**config.mk**
```make
export PLATFORM = sky130hd
export DESIGN_NAME = pcx_rle_decoder
export DESIGN_NICKNAME = d
export VERILOG_FILES = /design/src/pcxrle_pkg.sv /design/src/pcx_rle_decoder.sv /design/src/pcxrle_dp.sv /design/src/pcxrle_ctrl.sv
export SDC_FILE = /design/constraint.sdc
export NUM_CORES = 1
export LEC_CHECK = 0
export BUFFER_PORTS_ARGS = -buffer_cell sky130_fd_sc_hd__buf_4
export CAP_MARGIN = 20
export CORE_MARGIN = 2
export CORE_UTILIZATION = 56
export DETAILED_ROUTE_END_ITERATION = 12
export GPL_ROUTABILITY_DRIVEN = 0
export GPL_TIMING_DRIVEN = 0
export PLACE_DENSITY = 0.86
export SLEW_MARGIN = 20
export SYNTH_ARGS = -nofsm -noshare
export SYNTH_HDL_FRONTEND = slang
export SYNTH_SLANG_ARGS = --single-unit
```
**constraint.sdc**
```tcl
create_clock -name clk_i -period 4.87 [get_ports clk_i]
set_clock_uncertainty 0.2 [all_clocks]
set_input_delay 0.487 -clock clk_i [delete_from_list [all_inputs] [get_ports clk_i]]
set_output_delay 0.487 -clock clk_i [all_outputs]
set_load 0.1 [all_outputs]
```
**src/pcxrle_pkg.sv**
```systemverilog
// ----------------------------------------------------------------------------
// pcxrle_pkg
// Shared constants and control/status types of the pcx run-length decoder.
// ----------------------------------------------------------------------------
package pcxrle_pkg;

  localparam int unsigned COUNT_WIDTH = 24;
  localparam int unsigned LEN_WIDTH   = 24;
  localparam int unsigned RUN_WIDTH   = 6;

  localparam logic [LEN_WIDTH-1:0]   LEN_RESET = LEN_WIDTH'(4096);
  localparam logic [COUNT_WIDTH-1:0] CNT_MAX   = {COUNT_WIDTH{1'b1}};

  // top two bits set marks a run marker
  localparam logic [1:0] MARKER_BITS = 2'b11;

  // configuration register word indexes
  localparam logic REG_OUTPUT_LENGTH = 1'b0;

  // controller -> datapath
  typedef struct packed {
    logic take;       // latch the source byte and the last flag
    logic arm_run;    // run marker seen: keep its count
    logic end_run;    // run finished or dropped
    logic emit_lit;   // load output with the incoming literal
    logic emit_run;   // load output with the held run value
    logic emit_done;  // load the final result and rearm
  } cmd_t;

  // datapath -> controller
  typedef struct packed {
    logic out_free;   // output register can be loaded this cycle
    logic full_now;   // image reached its length
    logic awaiting;   // next byte is the value of a run
    logic pend_zero;  // no run bytes left
    logic marker;     // incoming byte is a run marker
    logic last_q;     // held last flag of the current item
  } status_t;

endpackage

```
**src/pcx_rle_decoder.sv**
```systemverilog
// ----------------------------------------------------------------------------
// pcx_rle_decoder
// PCX run-length decoder: source byte stream in, decoded bytes and a final
// pass/fail result out, with an APB register for the image length.
// ----------------------------------------------------------------------------
// result: every result is registered in the output register before it shows
// input: a literal or marker byte is taken in the idle state; a run value byte
//   with a nonzero count holds the input (one byte a cycle while the output is
//   free, then a step to close the run); a closing literal adds the done state
// reset: asynchronous, active low; clears the decode state, output length
//   returns to 4096
// ----------------------------------------------------------------------------
module pcx_rle_decoder (
  input  logic        clk_i,
  input  logic        rst_ni,
  // source stream
  input  logic        s_axis_tvalid,
  output logic        s_axis_tready,
  input  logic [7:0]  s_axis_tdata,   // [7:0] data_byte
  input  logic        s_axis_tlast,   // last_in
  // result stream
  output logic        m_axis_tvalid,
  input  logic        m_axis_tready,
  output logic [15:0] m_axis_tdata,   // [7:0] out_byte, [8] success, rest zero
  output logic [0:0]  m_axis_tuser,   // [0] has_byte
  output logic        m_axis_tlast,   // done_res
  // register port
  input  logic        psel,
  input  logic        penable,
  input  logic        pwrite,
  input  logic [2:0]  paddr,
  input  logic [31:0] pwdata,
  output logic [31:0] prdata,
  output logic        pready
);
  import pcxrle_pkg::*;

  logic [LEN_WIDTH-1:0] len_q;
  cmd_t                 cmd;
  status_t              status;
  logic                 out_has;
  logic [7:0]           out_byte;
  logic                 out_ok;
  logic                 reg_sel;

  // ---- register file: one word, output_length at byte address 0 ----------
  assign pready  = 1'b1;
  assign reg_sel = (paddr[2] == REG_OUTPUT_LENGTH);

  always_ff @(posedge clk_i or negedge rst_ni) begin
    if (!rst_ni) begin
      len_q <= LEN_RESET;
    end else if (psel && penable && pwrite && pready && reg_sel) begin
      len_q <= pwdata[LEN_WIDTH-1:0];
    end
  end

  // reads of any other word return zero
  assign prdata = reg_sel ? 32'(len_q) : 32'h0;

  // ---- controller: accepts bytes, sequences runs and the final result -----
  pcxrle_ctrl u_ctrl (
    .clk_i      (clk_i),
    .rst_ni     (rst_ni),
    .in_valid_i (s_axis_tvalid),
    .in_last_i  (s_axis_tlast),
    .in_ready_o (s_axis_tready),
    .status_i   (status),
    .cmd_o      (cmd)
  );

  // ---- datapath: run count, byte counter, fullness, output register -------
  pcxrle_dp u_dp (
    .clk_i       (clk_i),
    .rst_ni      (rst_ni),
    .cmd_i       (cmd),
    .status_o    (status),
    .len_i       (len_q),
    .byte_i      (s_axis_tdata),
    .last_i      (s_axis_tlast),
    .out_valid_o (m_axis_tvalid),
    .out_ready_i (m_axis_tready),
    .out_has_o   (out_has),
    .out_byte_o  (out_byte),
    .out_done_o  (m_axis_tlast),
    .out_ok_o    (out_ok)
  );

  // pack result fields
  assign m_axis_tdata = {7'b0, out_ok, out_byte};
  assign m_axis_tuser = out_has;

  // ---- checks ---------------------------------------------------------------
  // a result is never loaded over one still waiting downstream
  a_no_overwrite : assert property (@(posedge clk_i) disable iff (!rst_ni)
    (cmd.emit_lit || cmd.emit_run || cmd.emit_done) |-> status.out_free)
    else $error("result loaded while output register is occupied");

  // no byte is taken while the output register cannot take a result
  a_ready_needs_room : assert property (@(posedge clk_i) disable iff (!rst_ni)
    !status.out_free |-> !s_axis_tready)
    else $error("input ready while output register is blocked");

  // a final result rearms the decode
  a_rearm : assert property (@(posedge clk_i) disable iff (!rst_ni)
    cmd.emit_done |=> (!status.awaiting && status.pend_zero))
    else $error("decode state not cleared after final result");

  // the final result is shown with no decoded byte
  a_done_no_byte : assert property (@(posedge clk_i) disable iff (!rst_ni)
    cmd.emit_done |=> (m_axis_tvalid && m_axis_tlast && !m_axis_tuser[0]))
    else $error("final result malformed");

endmodule

```
**src/pcxrle_dp.sv**
```systemverilog
// ----------------------------------------------------------------------------
// pcxrle_dp
// Decoder datapath: run state, byte counter, fullness and output register.
// ----------------------------------------------------------------------------
module pcxrle_dp (
  input  logic                           clk_i,
  input  logic                           rst_ni,
  input  pcxrle_pkg::cmd_t               cmd_i,
  output pcxrle_pkg::status_t            status_o,
  input  logic [pcxrle_pkg::LEN_WIDTH-1:0] len_i,
  input  logic [7:0]                     byte_i,
  input  logic                           last_i,
  output logic                           out_valid_o,
  input  logic                           out_ready_i,
  output logic                           out_has_o,
  output logic [7:0]                     out_byte_o,
  output logic                           out_done_o,
  output logic                           out_ok_o
);
  import pcxrle_pkg::*;

  logic                   awaiting_q, awaiting_d;
  logic [RUN_WIDTH-1:0]   pend_q, pend_d;
  logic [COUNT_WIDTH-1:0] bw_q, bw_d;
  logic                   full_q, full_d;
  logic                   valid_q, valid_d;
  logic [7:0]             val_q;
  logic                   last_q;
  logic                   has_q, done_q, ok_q;
  logic [7:0]             obyte_q;

  logic [COUNT_WIDTH-1:0] len_ext;
  logic [COUNT_WIDTH-1:0] bw_inc;
  logic                   full_now;
  logic                   load;

  assign len_ext  = COUNT_WIDTH'(len_i);
  assign bw_inc   = (bw_q == CNT_MAX) ? bw_q : bw_q + 1'b1;
  assign full_now = full_q | (bw_q >= len_ext);
  assign load     = cmd_i.emit_lit | cmd_i.emit_run | cmd_i.emit_done;

  always_comb begin
    awaiting_d = awaiting_q;
    pend_d     = pend_q;
    bw_d       = bw_q;
    full_d     = full_q;
    valid_d    = valid_q;
    if (cmd_i.take) begin
      full_d = full_now;
    end
    if (cmd_i.arm_run) begin
      awaiting_d = 1'b1;
      pend_d     = byte_i[RUN_WIDTH-1:0];
    end
    if (cmd_i.end_run) begin
      awaiting_d = 1'b0;
      pend_d     = '0;
    end
    if (cmd_i.emit_lit || cmd_i.emit_run) begin
      bw_d   = bw_inc;
      full_d = full_now | (bw_inc >= len_ext);
    end
    if (cmd_i.emit_run) begin
      pend_d = pend_q - 1'b1;
    end
    if (cmd_i.emit_done) begin
      awaiting_d = 1'b0;
      pend_d     = '0;
      bw_d       = '0;
      full_d     = 1'b0;
    end
    if (load) begin
      valid_d = 1'b1;
    end else if (out_ready_i) begin
      valid_d = 1'b0;
    end
  end

  always_ff @(posedge clk_i or negedge rst_ni) begin
    if (!rst_ni) begin
      awaiting_q <= 1'b0;
      pend_q     <= '0;
      bw_q       <= '0;
      full_q     <= 1'b0;
      valid_q    <= 1'b0;
    end else begin
      awaiting_q <= awaiting_d;
      pend_q     <= pend_d;
      bw_q       <= bw_d;
      full_q     <= full_d;
      valid_q    <= valid_d;
    end
  end

  always_ff @(posedge clk_i) begin
    if (cmd_i.take) begin
      val_q  <= byte_i;
      last_q <= last_i;
    end
    if (cmd_i.emit_done) begin
      has_q   <= 1'b0;
      obyte_q <= 8'h00;
      done_q  <= 1'b1;
      ok_q    <= (bw_q == len_ext);
    end else if (cmd_i.emit_lit) begin
      has_q   <= 1'b1;
      obyte_q <= byte_i;
      done_q  <= 1'b0;
      ok_q    <= 1'b0;
    end else if (cmd_i.emit_run) begin
      has_q   <= 1'b1;
      obyte_q <= val_q;
      done_q  <= 1'b0;
      ok_q    <= 1'b0;
    end
  end

  assign status_o.out_free  = ~valid_q | out_ready_i;
  assign status_o.full_now  = full_now;
  assign status_o.awaiting  = awaiting_q;
  assign status_o.pend_zero = (pend_q == '0);
  assign status_o.marker    = (byte_i[7:6] == MARKER_BITS);
  assign status_o.last_q    = last_q;

  assign out_valid_o = valid_q;
  assign out_has_o   = has_q;
  assign out_byte_o  = obyte_q;
  assign out_done_o  = done_q;
  assign out_ok_o    = ok_q;

endmodule

```
**src/pcxrle_ctrl.sv**
```systemverilog
// ----------------------------------------------------------------------------
// pcxrle_ctrl
// Decoder controller: takes source bytes and sequences run and final results.
// ----------------------------------------------------------------------------
module pcxrle_ctrl (
  input  logic                clk_i,
  input  logic                rst_ni,
  input  logic                in_valid_i,
  input  logic                in_last_i,
  output logic                in_ready_o,
  input  pcxrle_pkg::status_t status_i,
  output pcxrle_pkg::cmd_t    cmd_o
);
  import pcxrle_pkg::*;

  localparam logic [1:0] ST_IDLE = 2'd0;
  localparam logic [1:0] ST_RUN  = 2'd1;
  localparam logic [1:0] ST_DONE = 2'd2;

  logic [1:0] state_q, state_d;
  logic       take;

  assign in_ready_o = (state_q == ST_IDLE) & status_i.out_free;
  assign take       = in_valid_i & in_ready_o;

  always_comb begin
    state_d = state_q;
    cmd_o   = '0;
    unique case (state_q)
      ST_IDLE: begin
        if (take) begin
          cmd_o.take = 1'b1;
          if (status_i.full_now) begin
            cmd_o.emit_done = in_last_i;
          end else if (status_i.awaiting) begin
            if (status_i.pend_zero) begin
              cmd_o.end_run   = 1'b1;
              cmd_o.emit_done = in_last_i;
            end else begin
              state_d = ST_RUN;
            end
          end else if (status_i.marker) begin
            cmd_o.arm_run   = 1'b1;
            cmd_o.emit_done = in_last_i;
          end else begin
            cmd_o.emit_lit = 1'b1;
            if (in_last_i) begin
              state_d = ST_DONE;
            end
          end
        end
      end
      ST_RUN: begin
        if (status_i.out_free) begin
          if (status_i.full_now || status_i.pend_zero) begin
            cmd_o.end_run   = 1'b1;
            cmd_o.emit_done = status_i.last_q;
            state_d         = ST_IDLE;
          end else begin
            cmd_o.emit_run = 1'b1;
          end
        end
      end
      ST_DONE: begin
        if (status_i.out_free) begin
          cmd_o.emit_done = 1'b1;
          state_d         = ST_IDLE;
        end
      end
      default: begin
        state_d = ST_IDLE;
      end
    endcase
  end

  always_ff @(posedge clk_i or negedge rst_ni) begin
    if (!rst_ni) begin
      state_q <= ST_IDLE;
    end else begin
      state_q <= state_d;
    end
  end

endmodule
```
### Word level (Yosys, flattened, before mapping)

Cells that the tools add are included.

| storage, ports and cells | value |
|---|---|
| register bits after elaboration | 79 |
| latch bits | 0 |
| memory bits (writable) | 0 |
| ROM bits | 0 |
| input bits | 51 |
| output and inout port bits | 53 |
| memories kept | 0 |

| operators by class | value |
|---|---|
| add/sub/neg operators | 2 |
| multipliers | 0 |
| div/mod/pow operators | 0 |
| magnitude comparators | 2 |
| eq/ne operators | 13 |
| shift operators | 0 |
| mux-type cells | 57 |
| bitwise operators | 9 |
| reduce and logical (&&, ||, !) cells | 15 |

Operators by type and width:

| cell | number |
|---|---|
| $mux 24 | 4 |
| $ge 24x24->1 | 2 |
| $mux 1 | 31 |
| $add 24x1->24 const B | 1 |
| $eq 24x24->1 | 1 |
| $eq 24x24->1 const B | 1 |
| $mux 6 | 4 |
| $mux 2 | 11 |
| $mux 8 | 2 |
| $ne 3x3->1 const B | 3 |
| $reduce_bool 3->1 | 3 |
| $ne 2x1->1 const B | 4 |
| $reduce_and 8->1 | 1 |
| $logic_not 6->1 | 1 |
| $pmux 2 s3 | 1 |
| $reduce_bool 2->1 | 3 |
| $sub 6x1->6 const B | 1 |
| $or 1x1->1 | 5 |
| $eq 2x2->1 const B | 2 |
| $mux 4 | 1 |
| $reduce_bool 4->1 | 1 |
| $logic_and 1x1->1 | 3 |
| $mux 3 | 1 |
| $pmux 1 s3 | 1 |
| 7 further kinds | 10 |

### Depth between registers and ports, before layout

Gate-level depths: netlist (run 1).

| depth | value |
|---|---|
| word-level depth | 10 |
| mapped depth | 14 |
| gate-level depth less buffers | 14 |

### Hierarchy

From an unflattened synthesis (run 1), not the netlist that was laid out.

| unflattened totals | value |
|---|---|
| cell total of the unflattened synthesis | 587 |
| area, all modules | 5656.7 µm² |

By module, submodules not included:

| module | instances | cells each | area each (µm²) | sequential area each (µm²) |
|---|---|---|---|---|
| pcxrle_dp | 1 | 467 | 4141.5 | 1326.3 |
| pcx_rle_decoder | 1 | 96 | 1288.7 | 601.8 |
| pcxrle_ctrl | 1 | 24 | 226.5 | 50.0 |

### Worst setup path before layout (run 1)

Ideal clock, no wire load.

| path | value |
|---|---|
| path type | reg2out |
| start point | reg u_dp.valid_q (netlist: u_dp.out_valid_o) |
| end point | out s_axis_tready |
| arrival time | 3.079 ns |
| slack | 1.104 ns |
| cell stages (with the launch flop) | 3 |
| path buffers | 0 |
| cells stage by stage | dfrtp_1 > nor2b_1 > nor3_1 |

| on the way | value |
|---|---|
| word-level cells in the longest chain between the ends | 3 |

Ends and longest elaborated chain:

| item | RTL line | RTL |
|---|---|---|
| start: declaration | pcxrle_dp.sv:26 | `logic valid_q, valid_d;` |
| start signal: assignment | pcxrle_dp.sv:91 | `valid_q <= valid_d;` |
| $not 1->1 | pcxrle_dp.sv:118 | `assign status_o.out_free = ~valid_q \| out_ready_i;` |
| $or 1x1->1 | pcxrle_dp.sv:118 |  |
| $and 1x1->1 | pcxrle_ctrl.sv:23 | `assign in_ready_o = (state_q == ST_IDLE) & status_i.out_free;` |
| end: declaration | pcx_rle_decoder.sv:18 | `output logic s_axis_tready,` |

No other way between the ends.

### Worst setup path in the final report (run 1)

| path | value |
|---|---|
| start point | reg u_dp.bw_q[1] |
| end point | reg u_dp.full_q |

| on the way | value |
|---|---|
| word-level cells in the longest chain between the ends | 9 |
| elaborated cells between the ends (all ways) | 23 |
| those cells by class | 1 x add/sub; 2 x order compare; 1 x eq/ne; 14 x mux; 2 x bitwise; 3 x reduce/logical |

Ends and longest elaborated chain:

| item | RTL line | RTL |
|---|---|---|
| start: declaration | pcxrle_dp.sv:24 | `logic [COUNT_WIDTH-1:0] bw_q, bw_d;` |
| start signal: assignment | pcxrle_dp.sv:89 | `bw_q <= bw_d;` |
| parallel branches: the longest is 9 deep, another holds $add 24x1->24 | - |  |
| end signal: assignment | pcxrle_dp.sv:90 | `full_q <= full_d;` |
| end: declaration | pcxrle_dp.sv:25 | `logic full_q, full_d;` |

Parallel ways; which one is timed is not known. The select of a mux whose other input is x is not followed.
A chain may end at the register's enable or synchronous reset.

==> impl_metrics.yaml, run 1 <==
pwr:
  power.switching_fraction_pct: 51.5
  intPower_w: 0.00154
  static-leakage-power_nw: 3.11
  vdd_ir_drop_max_mv: 0.586
  p_comb_share_pct: 54.6
  clock_power_share_pct: 16.3
  seqPwrFrac_pct: 29.1
  cellPowerDensity_mw_per_mm2: 493
  net-switching-power_w: 0.00164
detailed_routing:
  drt-initial-drc-count: 461
  detailed_routing_iterations_pass_1: 5
  routed_wire_length_per_instance_um: 17.5
  wire_length_after_detailed_routing_mm: 14.5
  detail-route-antenna-nets: 0
  detail_route.vias_per_cell: 6.07
  route.detailed.drc: 0
  vias: 5033
setup_path:
  cp-end-kind: "flip-flop"
  r2r-end: "u_dp.full_q"
  start_kind: "flip-flop"
  cp-startpoint: "u_dp.bw_q[1]"
  critical_path.endpoint: "u_dp.full_q"
  worstRegToRegCells: 13
  worstReg2RegStart: "u_dp.bw_q[1]"
  arrival_ns: 4.44
  top_fanout_value_on_the_critical_path: 9
  r2r_slack_ns: 0.51
  class_of_the_most_critical_setup_path: "reg -> reg"
  critical_path_required_ns: 4.94
cells_and_area:
  synthToLayoutAreaGrowth_pct: 18.3
  insertedDiodeCount: 0
  multi_input_area_mm2: 0.00318
  layoutNonFillerInstCount: 829
  fill_cells: 707
  fraction_of_final_layout_cells_with_drive_strength_greater_than_1_pct: 23.0
  finish.net_count: 796
  register_area_mm2: 0.00198
flow_run:
  drv.max_cap_violation_count: 0
synthesis:
  synthAdderAreaFrac_pct: 11.5
  synth_top_area_cell: "sky130_fd_sc_hd__dfrtp_1"
  synth_cell_type_count: 67
  synthesis.area_mm2: 0.00544
  synth-xor-area-share_pct: 4.02
  ys.warnings.count: 0
  seq_area_frac_synth_pct: 36.3
  post_synth_mux_area_share_pct: 6.85
  simple_gate_fraction_of_synth_area_pct: 22.2
  synth_top_family_by_area: "simple AND/OR/NAND/NOR gates"
  yosysTopAreaCellShare_pct: 26.7
  synth-edff-count: 10
  fraction_of_the_mapped_netlist_area_in_compound_gates_pct: 12.6
  synth-async-reset-ratio_pct: 74.7
  synth_ff_type: "sky130_fd_sc_hd__dfrtp_1"
  syn-mean-instance-area_um2: 9.16
  synthTopCellsByArea: "sky130_fd_sc_hd__dfrtp_1 27%, sky130_fd_sc_hd__ha_1 11%, sky130_fd_sc_hd__edfxtp_1 5.5%"
  synth-seq-cells: 79
  postSynthCellCount: 594
timing:
  hold_viol: 18
  drv_slew: 0
  fmax_mhz: 229
  worstMarginPinSlew_ns: 0.777
  hold_slack_ns: -0.0146
  setup-tns-final_ns: 0
  rsz0062_at_grt: "no"
  final_period_minus_worst_setup_slack_ns: 4.36
  setup_viol: 0
  relSlewSlack_pct: 47.7
  final_min_period_over_clock_period_pct: 89.6
clocking:
  clk_transition_reported_paths_ns: 0.09
  max-clock-path-buffers: 2
  tritoncts: "built"
  h_tree_depth: 3
  cts_hold_buffers: 0
  clk-insertion-delay-late_ns: 0.37
  cts_root_buf: "sky130_fd_sc_hd__clkbuf_8"
  cts.repair_timing.setup_buffer_count: 0
  cts_inserted_buffers: 9
  cts_sinks: 79
placed_design:
  port_buffers: 76
  post-place-cells: 813
  dp.final_hpwl_mm: 10.9
floorplanning:
  die_width_um: 103
  num_rows: 35
  initial_core_utilization_pct: 58.4
  fp.coreArea_mm2: 0.00933
  die_area_mm2: 0.0105
  ios: 104
  die_height_um: 103
grt:
  wire_length_of_the_first_global_routing_pass_mm: 23.6
  globalRouteOverflowTotal: 0
  via_count_of_the_first_global_routing_pass: 4937
  combined_global_route_utilization_of_all_metal_layers_pct: 29.0
  grt_antenna_before_repair: 0
  maximum_number_of_pins_on_one_net_before_global_route_repair: 60
run_status:
  outcome: "complete, but fails checks"
  failed_checks: "hold timing"
hold_path:
  hp-class: "in -> async"
==> timing repair <==
item / in CTS / in global routing
setup endpoints to repair: 0 / 1
resized for setup: 0 / 2
hold endpoints to repair: 0 / 0
==> per-layer routing <==
metal | wire, µm | global-route usage [%] | part of all wire (%) | vias to the layer above
li1 | - | - | - | 2339
met1 | 5830 | 36.8 | 40 | 2400
met2 | 7090 | 48.0 | 49 | 242
met3 | 1080 | 5.08 | 7.5 | 52
met4 | 475 | 14.4 | 3.3 | 0
met5 | 0 | 0 | 0 | -
==> synthesized netlist by cell type, drive strengths merged, types with 8 or more instances <==
master and instances:
a21oi 17, and3 19, buf 28, clkbuf 9, dfrtp 58, dfxtp 10
edfxtp 10, ha 50, inv 32, mux2 26, mux2i 8, nand2 56
nand3 16, nand4 23, nor2 46, nor3 26, nor4 13, o21ai 25
o22ai 8, xnor2 10, xor2 15
==> layout by cell type (no fill, tap or decap), drive strengths merged, types with 7 or more instances in the layout <==
cell    Yosys  final
a21oi      17     17
a311o       7      7
and3       19     19
buf        28    104
clkbuf      9     18
conb        2     16
dfrtp      58     58
dfxtp      10     10
edfxtp     10     10
ha         50     50
inv        32     34
mux2       26     26
mux2i       8      8
nand2      56     56
nand2b      7      7
nand3      16     16
nand4      23     23
nor2       46     46
nor2b       7      7
nor3       26     26
nor4       13     13
o21ai      25     25
o22ai       8      8
xnor2      10     10
xor2       15     15
==> registers in the layout, indices dropped and copies added, names as in the netlist <==
register / cells
u_dp.out_done_o: 1
u_ctrl.state_q: 2
u_dp.bw_q: 24
len_q: 24
u_dp.out_ok_o: 1
u_dp.out_has_o: 1
u_dp.last_q: 1
u_dp.out_valid_o: 1
u_dp.awaiting_q: 1
u_dp.out_byte_o: 8
u_dp.val_q: 8
u_dp.full_q: 1
u_dp.pend_q: 6
==> power by group through the flow <==
stage | registers (W) | logic [W] | clock network, W
3_3_place_gp | 0.000926 | 0.00165 | 0
3_5_place_dp | 0.000933 | 0.00170 | 0
5_1_grt | 0.000941 | 0.00185 | 0.000541
6_report | 0.000923 | 0.00173 | 0.000518
2_1_floorplan | 0.00116 | 0.00106 | 0
4_1_cts | 0.000921 | 0.00171 | 0.000520
==> worst min path at each step <==
stage	from	endpoint	slack, ns	depth (start not counted)
after CTS	rst_ni	len_q[1]	0.02	1
after global routing	rst_ni	len_q[1]	0.06	1
after floorplan	rst_ni	len_q[0]	-0.009	0
final	rst_ni	len_q[1]	-0.01	1
after detailed placement	u_dp.out_done_o	u_dp.out_done_o	0.24	2
after global placement	u_dp.out_done_o	u_dp.out_done_o	0.24	2
==> final cells by class <==
cell class / instances / area share, %
Multi-Input combinational cell: 460 / 49.4
Tap cell: 129 / 2.51
Sequential cell: 79 / 30.7
Inverter: 32 / 1.87
Clock inverter: 7 / 1.24
Clock buffer: 9 / 1.92
Buffer: 37 / 3.48
Timing Repair Buffer: 76 / 8.86
==> logic make-up after synthesis <==
family / Yosys count
fa+ha+maj: 50
xor+xnor: 25
compound gates: 101
flops: 79
mux: 34
simple gates: 234
buf+inv: 69
other cells: 2
==> metrics by stage <==
| stage | setup slack, ns | utilization [%] | area, µm² | power (W) |
|---|---|---|---|---|
| floorplan | 1.10 | - | 5500 | 0.00223 |
| global placement | 0.369 | 66.8 | 6230 | 0.00258 |
| detailed placement | 0.232 | 66.8 | 6230 | 0.00264 |
| CTS | 0.197 | 68.9 | 6430 | 0.00315 |
| global route | 0.212 | 69.0 | 6440 | 0.00334 |
| finish | 0.508 | 69.0 | 6440 | 0.00317 |
==> critical path, cell delays in order, from the launching register on <==
cell,delay [ns]
sky130_fd_sc_hd__dfrtp_1,0.46
sky130_fd_sc_hd__ha_1,0.24
sky130_fd_sc_hd__and3_1,0.25
sky130_fd_sc_hd__and4_1,0.26
sky130_fd_sc_hd__a211oi_2,0.53
sky130_fd_sc_hd__and3_1,0.33
sky130_fd_sc_hd__xor2_1,0.10
sky130_fd_sc_hd__ha_1,0.30
sky130_fd_sc_hd__nand4_1,0.11
sky130_fd_sc_hd__a2111oi_0,0.48
sky130_fd_sc_hd__a21oi_1,0.21
sky130_fd_sc_hd__o31ai_1,0.40
sky130_fd_sc_hd__mux2i_1,0.15
sky130_fd_sc_hd__a221oi_1,0.25
No activity file was read; power rests on OpenSTA's default activity.
==> inputs of run 2 (changes only) <==
ABC_AREA = 1   (was not set)
CORE_UTILIZATION = 57   (was 56)
==> run 2 against run 1 <==
Critical endpoint unchanged; register-to-register slack improved by 0.82 ns; sequential share of layout area decreased by 1.0 points; worst hold slack improved by 0.0079 ns; via count increased by 3.4%; count of clock-buffer cells in the layout increased by 5; wire length decreased by 2.4%; flip-flop and latch count unchanged; the flow still finishes with violations (hold timing).
==> impl_metrics.yaml, run 2 <==
clocking:
  cts_hold_buffers: 0
  cts_root_buf: "sky130_fd_sc_hd__clkbuf_8"
  cts_sinks: 79
  clk_transition_reported_paths_ns: 0.09
  cts-resized-gates: 0
  cts_inserted_buffers: 9
  tritoncts: "built"
  clk-insertion-delay-late_ns: 0.37
  cts.repair_timing.setup_buffer_count: 0
  max-clock-path-buffers: 2
  h_tree_depth: 3
synthesis:
  synthAdderAreaFrac_pct: 11.1
  syn-mean-instance-area_um2: 7.46
  synthesis.area_mm2: 0.00565
  fraction_of_the_mapped_netlist_area_in_compound_gates_pct: 9.11
  yosysTopAreaCellShare_pct: 25.7
  synth-async-reset-ratio_pct: 74.7
  seq_area_frac_synth_pct: 35.0
  simple_gate_fraction_of_synth_area_pct: 30.1
  synthTopCellsByCount: "172 x sky130_fd_sc_hd__nand2_1, 98 x sky130_fd_sc_hd__nor2_1, 97 x sky130_fd_sc_hd__inv_1"
  postSynthCellCount: 757
  synth_top_family_by_area: "simple AND/OR/NAND/NOR gates"
  synth-edff-count: 10
  synth_ff_type: "sky130_fd_sc_hd__dfrtp_1"
  post_synth_mux_area_share_pct: 0
  synth-xor-area-share_pct: 3.55
  synthTopCellsByArea: "sky130_fd_sc_hd__dfrtp_1 26%, sky130_fd_sc_hd__nand2_1 11%, sky130_fd_sc_hd__ha_1 11%"
  most_numerous_cell_in_the_yosys_netlist: "sky130_fd_sc_hd__nand2_1"
  synth_cell_type_count: 45
  synth_top_area_cell: "sky130_fd_sc_hd__dfrtp_1"
  ys.warnings.count: 0
  synth-seq-cells: 79
cells_and_area:
  layout.cells.most_common: "sky130_fd_sc_hd__nand2_1"
  top_regs: "len_q (24), u_dp.bw_q (24)"
  finish.net_count: 959
  synthToLayoutAreaGrowth_pct: 18.1
  layoutNonFillerInstCount: 996
  fraction_of_final_layout_cells_with_drive_strength_greater_than_1_pct: 18.0
  insertedDiodeCount: 0
  final_cell_mix: "172 x sky130_fd_sc_hd__nand2_1, 98 x sky130_fd_sc_hd__nor2_1, 97 x sky130_fd_sc_hd__inv_1, 93 x sky130_fd_sc_hd__buf_4, 58 x sky130_fd_sc_hd__dfrtp_1"
floorplanning:
  fp.coreArea_mm2: 0.00968
  num_rows: 36
  die_area_mm2: 0.0107
  die_height_um: 104
  die_width_um: 104
  initial_core_utilization_pct: 58.3
  ios: 104
pwr:
  static-leakage-power_nw: 3.63
  power.switching_fraction_pct: 49.8
  clock_power_share_pct: 18.1
  vdd_ir_drop_max_mv: 0.428
  seqPwrFrac_pct: 29.0
  net-switching-power_w: 0.00151
  cellPowerDensity_mw_per_mm2: 455
  intPower_w: 0.00152
  p_comb_share_pct: 52.9
timing:
  setup-tns-final_ns: 0
  final_period_minus_worst_setup_slack_ns: 3.54
  setup_viol: 0
  rsz0062_at_grt: "no"
  hold_slack_ns: -0.00671
  relSlewSlack_pct: 48.8
  hold_viol: 13
  drv_slew: 0
  fmax_mhz: 283
  worstMarginPinSlew_ns: 0.768
  final_min_period_over_clock_period_pct: 72.7
run_status:
  failed_checks: "hold timing"
  outcome: "complete, but fails checks"
setup_path:
  start_kind: "flip-flop"
  cp_cell_sequence: "nand2_1 > nor3_2 > nand2_1 > nor2_1 > nand3b_1 > nor2_2 > nor2_1 > xor2_1 > ha_1 > inv_1 > nor3_1 > nand2_1 > o311ai_0 > nand3_1 > nand4_1 > nand2_1 > nand2_1 > nand2_1 > nand2_1"
  worstReg2RegStart: "u_dp.bw_q[7]"
  cp-end-kind: "flip-flop"
  critical_path_required_ns: 4.98
  r2r-end: "u_dp.full_q"
  max_stage_delay_cell_worst_path: "sky130_fd_sc_hd__dfrtp_1"
  maximum_single_stage_delay_on_the_critical_path_ns: 0.44
  top_fanout_value_on_the_critical_path: 6
  cp_num_buf_inv: 1
  class_of_the_most_critical_setup_path: "reg -> reg"
  r2r_slack_ns: 1.33
  path_delay_family: "simple AND/OR/NAND/NOR gates"
  arrival_ns: 3.65
  cp-startpoint: "u_dp.bw_q[7]"
  worstRegToRegCells: 19
  timing.critical_path.mode_cell: "sky130_fd_sc_hd__nand2_1"
grt:
  maximum_number_of_pins_on_one_net_before_global_route_repair: 60
  globalRouteOverflowTotal: 0
  wire_length_of_the_first_global_routing_pass_mm: 23.7
  combined_global_route_utilization_of_all_metal_layers_pct: 27.1
  grt_antenna_before_repair: 0
  via_count_of_the_first_global_routing_pass: 4996
placed_design:
  post-place-cells: 980
  dp.final_hpwl_mm: 10.6
  port_buffers: 76
detailed_routing:
  detail-route-antenna-nets: 0
  route.detailed.drc: 0
  wire_length_after_detailed_routing_mm: 14.1
  detailed_routing_iterations_pass_1: 6
  routed_wire_length_per_instance_um: 14.2
  vias: 5202
  drt-initial-drc-count: 429
  detail_route.vias_per_cell: 5.22
flow_run:
  drv.max_cap_violation_count: 0
hold_path:
  hp-class: "in -> async"
-- run 2: cell types whose count changed after synthesis, sizes merged, moves of 12 or more --
cell / previous run / this run
a21oi: 17 / 55
and3: 19 / 0
inv: 32 / 104
mux2: 26 / 0
nand2: 56 / 182
nand3: 16 / 37
nor2: 46 / 109
nor4: 13 / 1
-- run 2: worst max-delay path by stage --
stage,to,slack (ns),cells after the start
detailed placement,u_dp.full_q,1.56,19
finish,u_dp.full_q,1.33,19
global route,u_dp.full_q,0.98,19
CTS,u_dp.full_q,1.41,19
global placement,u_dp.full_q,1.56,19
floorplan,u_dp.out_ok_o,1.44,10
-- run 2: kinds of logic (layout without fill, tap and decap cells) --
kind of cell             count (synthesis)  in the layout
XOR/XNOR                                22             22
buffers and inverters                  136            228
AO/OA/AOI/OAI                           94             94
AND/OR/NAND/NOR                        374            374
other                                    2             16
adder cells (fa/ha/maj)                 50             50
flip-flops                              79             79
-- run 2: worst reg2reg max path: stages, from the launching register on --
cell	delay (ns)
sky130_fd_sc_hd__dfrtp_1	0.44
sky130_fd_sc_hd__nand2_1	0.16
sky130_fd_sc_hd__nor3_2	0.36
sky130_fd_sc_hd__nand2_1	0.09
sky130_fd_sc_hd__nor2_1	0.14
sky130_fd_sc_hd__nand3b_1	0.12
sky130_fd_sc_hd__nor2_2	0.19
sky130_fd_sc_hd__nor2_1	0.14
sky130_fd_sc_hd__xor2_1	0.18
sky130_fd_sc_hd__ha_1	0.30
sky130_fd_sc_hd__inv_1	0.06
sky130_fd_sc_hd__nor3_1	0.33
sky130_fd_sc_hd__nand2_1	0.13
sky130_fd_sc_hd__o311ai_0	0.18
sky130_fd_sc_hd__nand3_1	0.14
sky130_fd_sc_hd__nand4_1	0.13
sky130_fd_sc_hd__nand2_1	0.06
sky130_fd_sc_hd__nand2_1	0.05
sky130_fd_sc_hd__nand2_1	0.05
sky130_fd_sc_hd__nand2_1	0.05
-- run 2: cell type report --
class	instances	area, µm²
fillers	813	3020
clock inverters	2	13.8
inverters	105	399
repair buffers	76	571
well taps	133	166
plain buffers	31	221
flip-flops and latches	79	1980
clock buffers	14	216
multi-input cells	556	3100
-- run 2: per-layer routing --
| metal | share of wire (%) | track usage [%] | up-vias |
|---|---|---|---|
| met3 | 7.1 | 5.16 | 29 |
| met5 | 0 | 0 | - |
| met1 | 44 | 36.9 | 2365 |
| met2 | 47 | 44.2 | 199 |
| li1 | - | - | 2609 |
| met4 | 2.1 | 7.92 | 0 |
-- run 2: stage by stage --
step	util [%]	total power, W	instance area (µm²)	worst slack [ns]
3_5_place_dp	66.4	0.00248	6430	1.56
6_report	68.8	0.00304	6670	1.33
3_3_place_gp	66.4	0.00245	6430	1.56
2_1_floorplan	-	0.00215	5700	1.44
4_1_cts	68.8	0.00303	6670	1.41
5_1_grt	68.8	0.00322	6670	0.976
-- run 2: power by group through the flow --
stage,Combinational [W],Sequential (W),Clock [W]
finish,0.00161,0.000879,0.000549
CTS,0.00161,0.000877,0.000545
global route,0.00175,0.000894,0.000579
detailed placement,0.00160,0.000889,0
floorplan,0.00104,0.00111,0
global placement,0.00156,0.000887,0
==> inputs of run 3 (changes only) <==
CORE_UTILIZATION = 51   (was 57)
PLACE_DENSITY = 0.82   (was 0.86)
clock period = 3.1 ns   (was 4.87 ns; I/O delays follow)
==> run 3 against run 2 <==
The flow finishes with violations (setup timing); global-route usage down 2.4 points; sequential power rose by 58%; sequential share of layout area decreased by 2.1 points; worst setup slack worse by 1.3 ns; fmax rose by 14%; critical path depth did not move; cell count increased by 4.9%; power up 56%; critical endpoint unchanged; largest power group unchanged.
==> impl_metrics.yaml, run 3 (same netlist as run 2, synthesis figures left out) <==
run_status:
  outcome: "complete, but fails checks"
  failed_checks: "setup timing"
floorplanning:
  fp.coreArea_mm2: 0.0108
  die_height_um: 109
  die_width_um: 109
  num_rows: 38
  die_area_mm2: 0.0119
  ios: 104
  initial_core_utilization_pct: 52.1
clocking:
  cts_sinks: 79
  clk-insertion-delay-late_ns: 0.36
  max-clock-path-buffers: 2
  cts_inserted_buffers: 9
  h_tree_depth: 3
  tritoncts: "built"
  clk_transition_reported_paths_ns: 0.09
  cts_root_buf: "sky130_fd_sc_hd__clkbuf_8"
hold_path:
  hp-class: "in -> reg"
  worst_hold_path.num_cells: 3
cells_and_area:
  final_cell_mix: "167 x sky130_fd_sc_hd__nand2_1, 113 x sky130_fd_sc_hd__buf_4, 94 x sky130_fd_sc_hd__inv_1, 92 x sky130_fd_sc_hd__nor2_1, 56 x sky130_fd_sc_hd__dfrtp_1"
  top_regs: "len_q (24), u_dp.bw_q (24)"
  finish.net_count: 1001
  layout.cell_area.non_filler_mm2: 0.00717
  layout.cells.most_common: "sky130_fd_sc_hd__nand2_1"
  insertedDiodeCount: 0
  synthToLayoutAreaGrowth_pct: 27.0
  fraction_of_final_layout_cells_with_drive_strength_greater_than_1_pct: 22.8
setup_path:
  maximum_single_stage_delay_on_the_critical_path_ns: 0.42
  top_fanout_value_on_the_critical_path: 4
  timing.critical_path.mode_cell: "sky130_fd_sc_hd__nand2_1"
  worstRegToRegCells: 19
  critical_path_required_ns: 3.16
  class_of_the_most_critical_setup_path: "reg -> reg"
  arrival_ns: 3.17
  cp-end-kind: "flip-flop"
  start_kind: "flip-flop"
  max_stage_delay_cell_worst_path: "sky130_fd_sc_hd__dfrtp_1"
  cp_cell_sequence: "nand2_4 > nor3_4 > nand2_2 > nor2_2 > nand3b_1 > nor2_4 > nor3_4 > xor2_2 > ha_1 > a21oi_2 > o21ai_1 > nand2_1 > o211ai_1 > nand2_1 > nand4_1 > nand2_1 > nand2_1 > nand2_1 > nand2_1"
placed_design:
  dp.final_hpwl_mm: 10.5
  port_buffers: 76
  placedInstanceArea_mm2: 0.00645
  pre_cts_slack_ns: -0.278
pwr:
  vdd_ir_drop_max_mv: 0.595
  cellPowerDensity_mw_per_mm2: 659
  static-leakage-power_nw: 3.89
detailed_routing:
  drt-initial-drc-count: 396
  detail_route.vias_per_cell: 5.19
  detailed_routing_iterations_pass_1: 5
  route.detailed.drc: 0
  detail-route-antenna-nets: 0
  wire_length_after_detailed_routing_mm: 14.8
  vias: 5427
  routed_wire_length_per_instance_um: 14.2
timing:
  relSlewSlack_pct: 48.0
  fmax_mhz: 321
  setup-tns-final_ns: -0.0136
  hold_viol: 0
  worstMarginPinSlew_ns: 0.780
  setup_slack_ns: -0.0136
  setup_viol: 1
  final_min_period_over_clock_period_pct: 100
  hold_slack_ns: 0.00341
  final_period_minus_worst_setup_slack_ns: 3.11
  rsz0062_at_grt: "yes"
  drv_slew: 0
grt:
  maximum_number_of_pins_on_one_net_before_global_route_repair: 60
  via_count_of_the_first_global_routing_pass: 4913
  grt_antenna_before_repair: 0
  globalRouteOverflowTotal: 0
  wire_length_of_the_first_global_routing_pass_mm: 22.9
  combined_global_route_utilization_of_all_metal_layers_pct: 24.7
flow_run:
  drv.max_cap_violation_count: 0
[run 3: worst paths after layout]
check / end / from / slack, ns
worst min-delay path: len_q[16] / pwdata[16] / 0.003
worst min register to register: u_dp.out_byte_o[2] / u_dp.out_byte_o[2] / 0.25
worst max-delay path: u_dp.full_q / u_dp.bw_q[4] / -0.01
worst max register to register: u_dp.full_q / u_dp.bw_q[4] / -0.01
min in group asynchronous: len_q[4] / rst_ni / 0.38
max in group asynchronous: u_dp.bw_q[17] / rst_ni / 1.77
[run 3: worst max-delay path, delay by kind of cell (launching register included)]
kind	cells	cell delay (ns)
AOI/OAI and AO/OA	3	0.35
xor gates and xnor gates	1	0.18
adders and majority gates	1	0.34
DFF	1	0.42
and+or+nand+nor	14	1.52
[run 3: through the flow]
stage / std cells / util (%) / power (W)
after floorplan: 771 / - / 0.00339
after global placement: 987 / 59.5 / 0.00386
after detailed placement: 987 / 59.5 / 0.00390
after CTS: 1032 / 64.1 / 0.00469
after global routing: 1045 / 66.1 / 0.00500
final: 1045 / 66.1 / 0.00472
[run 3: metal layers]
layer	share of wire [%]	up-vias	global-route usage (%)
li1	-	2692	-
met1	44	2477	33.3
met2	46	212	39.4
met3	7.1	46	4.36
met4	3.2	0	10.0
met5	0	-	0
[run 3: area by class of cell]
cell class	instances	area, µm²
repair buffers	118	941
flip-flops and latches	79	1980
clock inverters	6	61.3
well taps	140	175
multi-input cells	556	3260
plain buffers	31	223
inverters	105	399
clock buffers	10	128
fillers	943	3670
[run 3: report_power, final]
| part | total, W | switching, W | internal (W) |
|---|---|---|---|
| clock network | 0.000766 | 0.000398 | 0.000368 |
| registers | 0.00139 | 0.000121 | 0.00126 |
| logic | 0.00257 | 0.00187 | 0.000698 |
[run 3: repair_timing]
| action | in CTS | in global routing |
|---|---|---|
| pin swaps | 2 | 21 |
| resized for setup | 9 | 35 |
| setup endpoints to repair | 1 | 7 |
| hold endpoints to repair | 79 | 0 |
| buffers inserted | 7 | 13 |
| hold buffers | 22 | 0 |
| cloned | 0 | 0 |
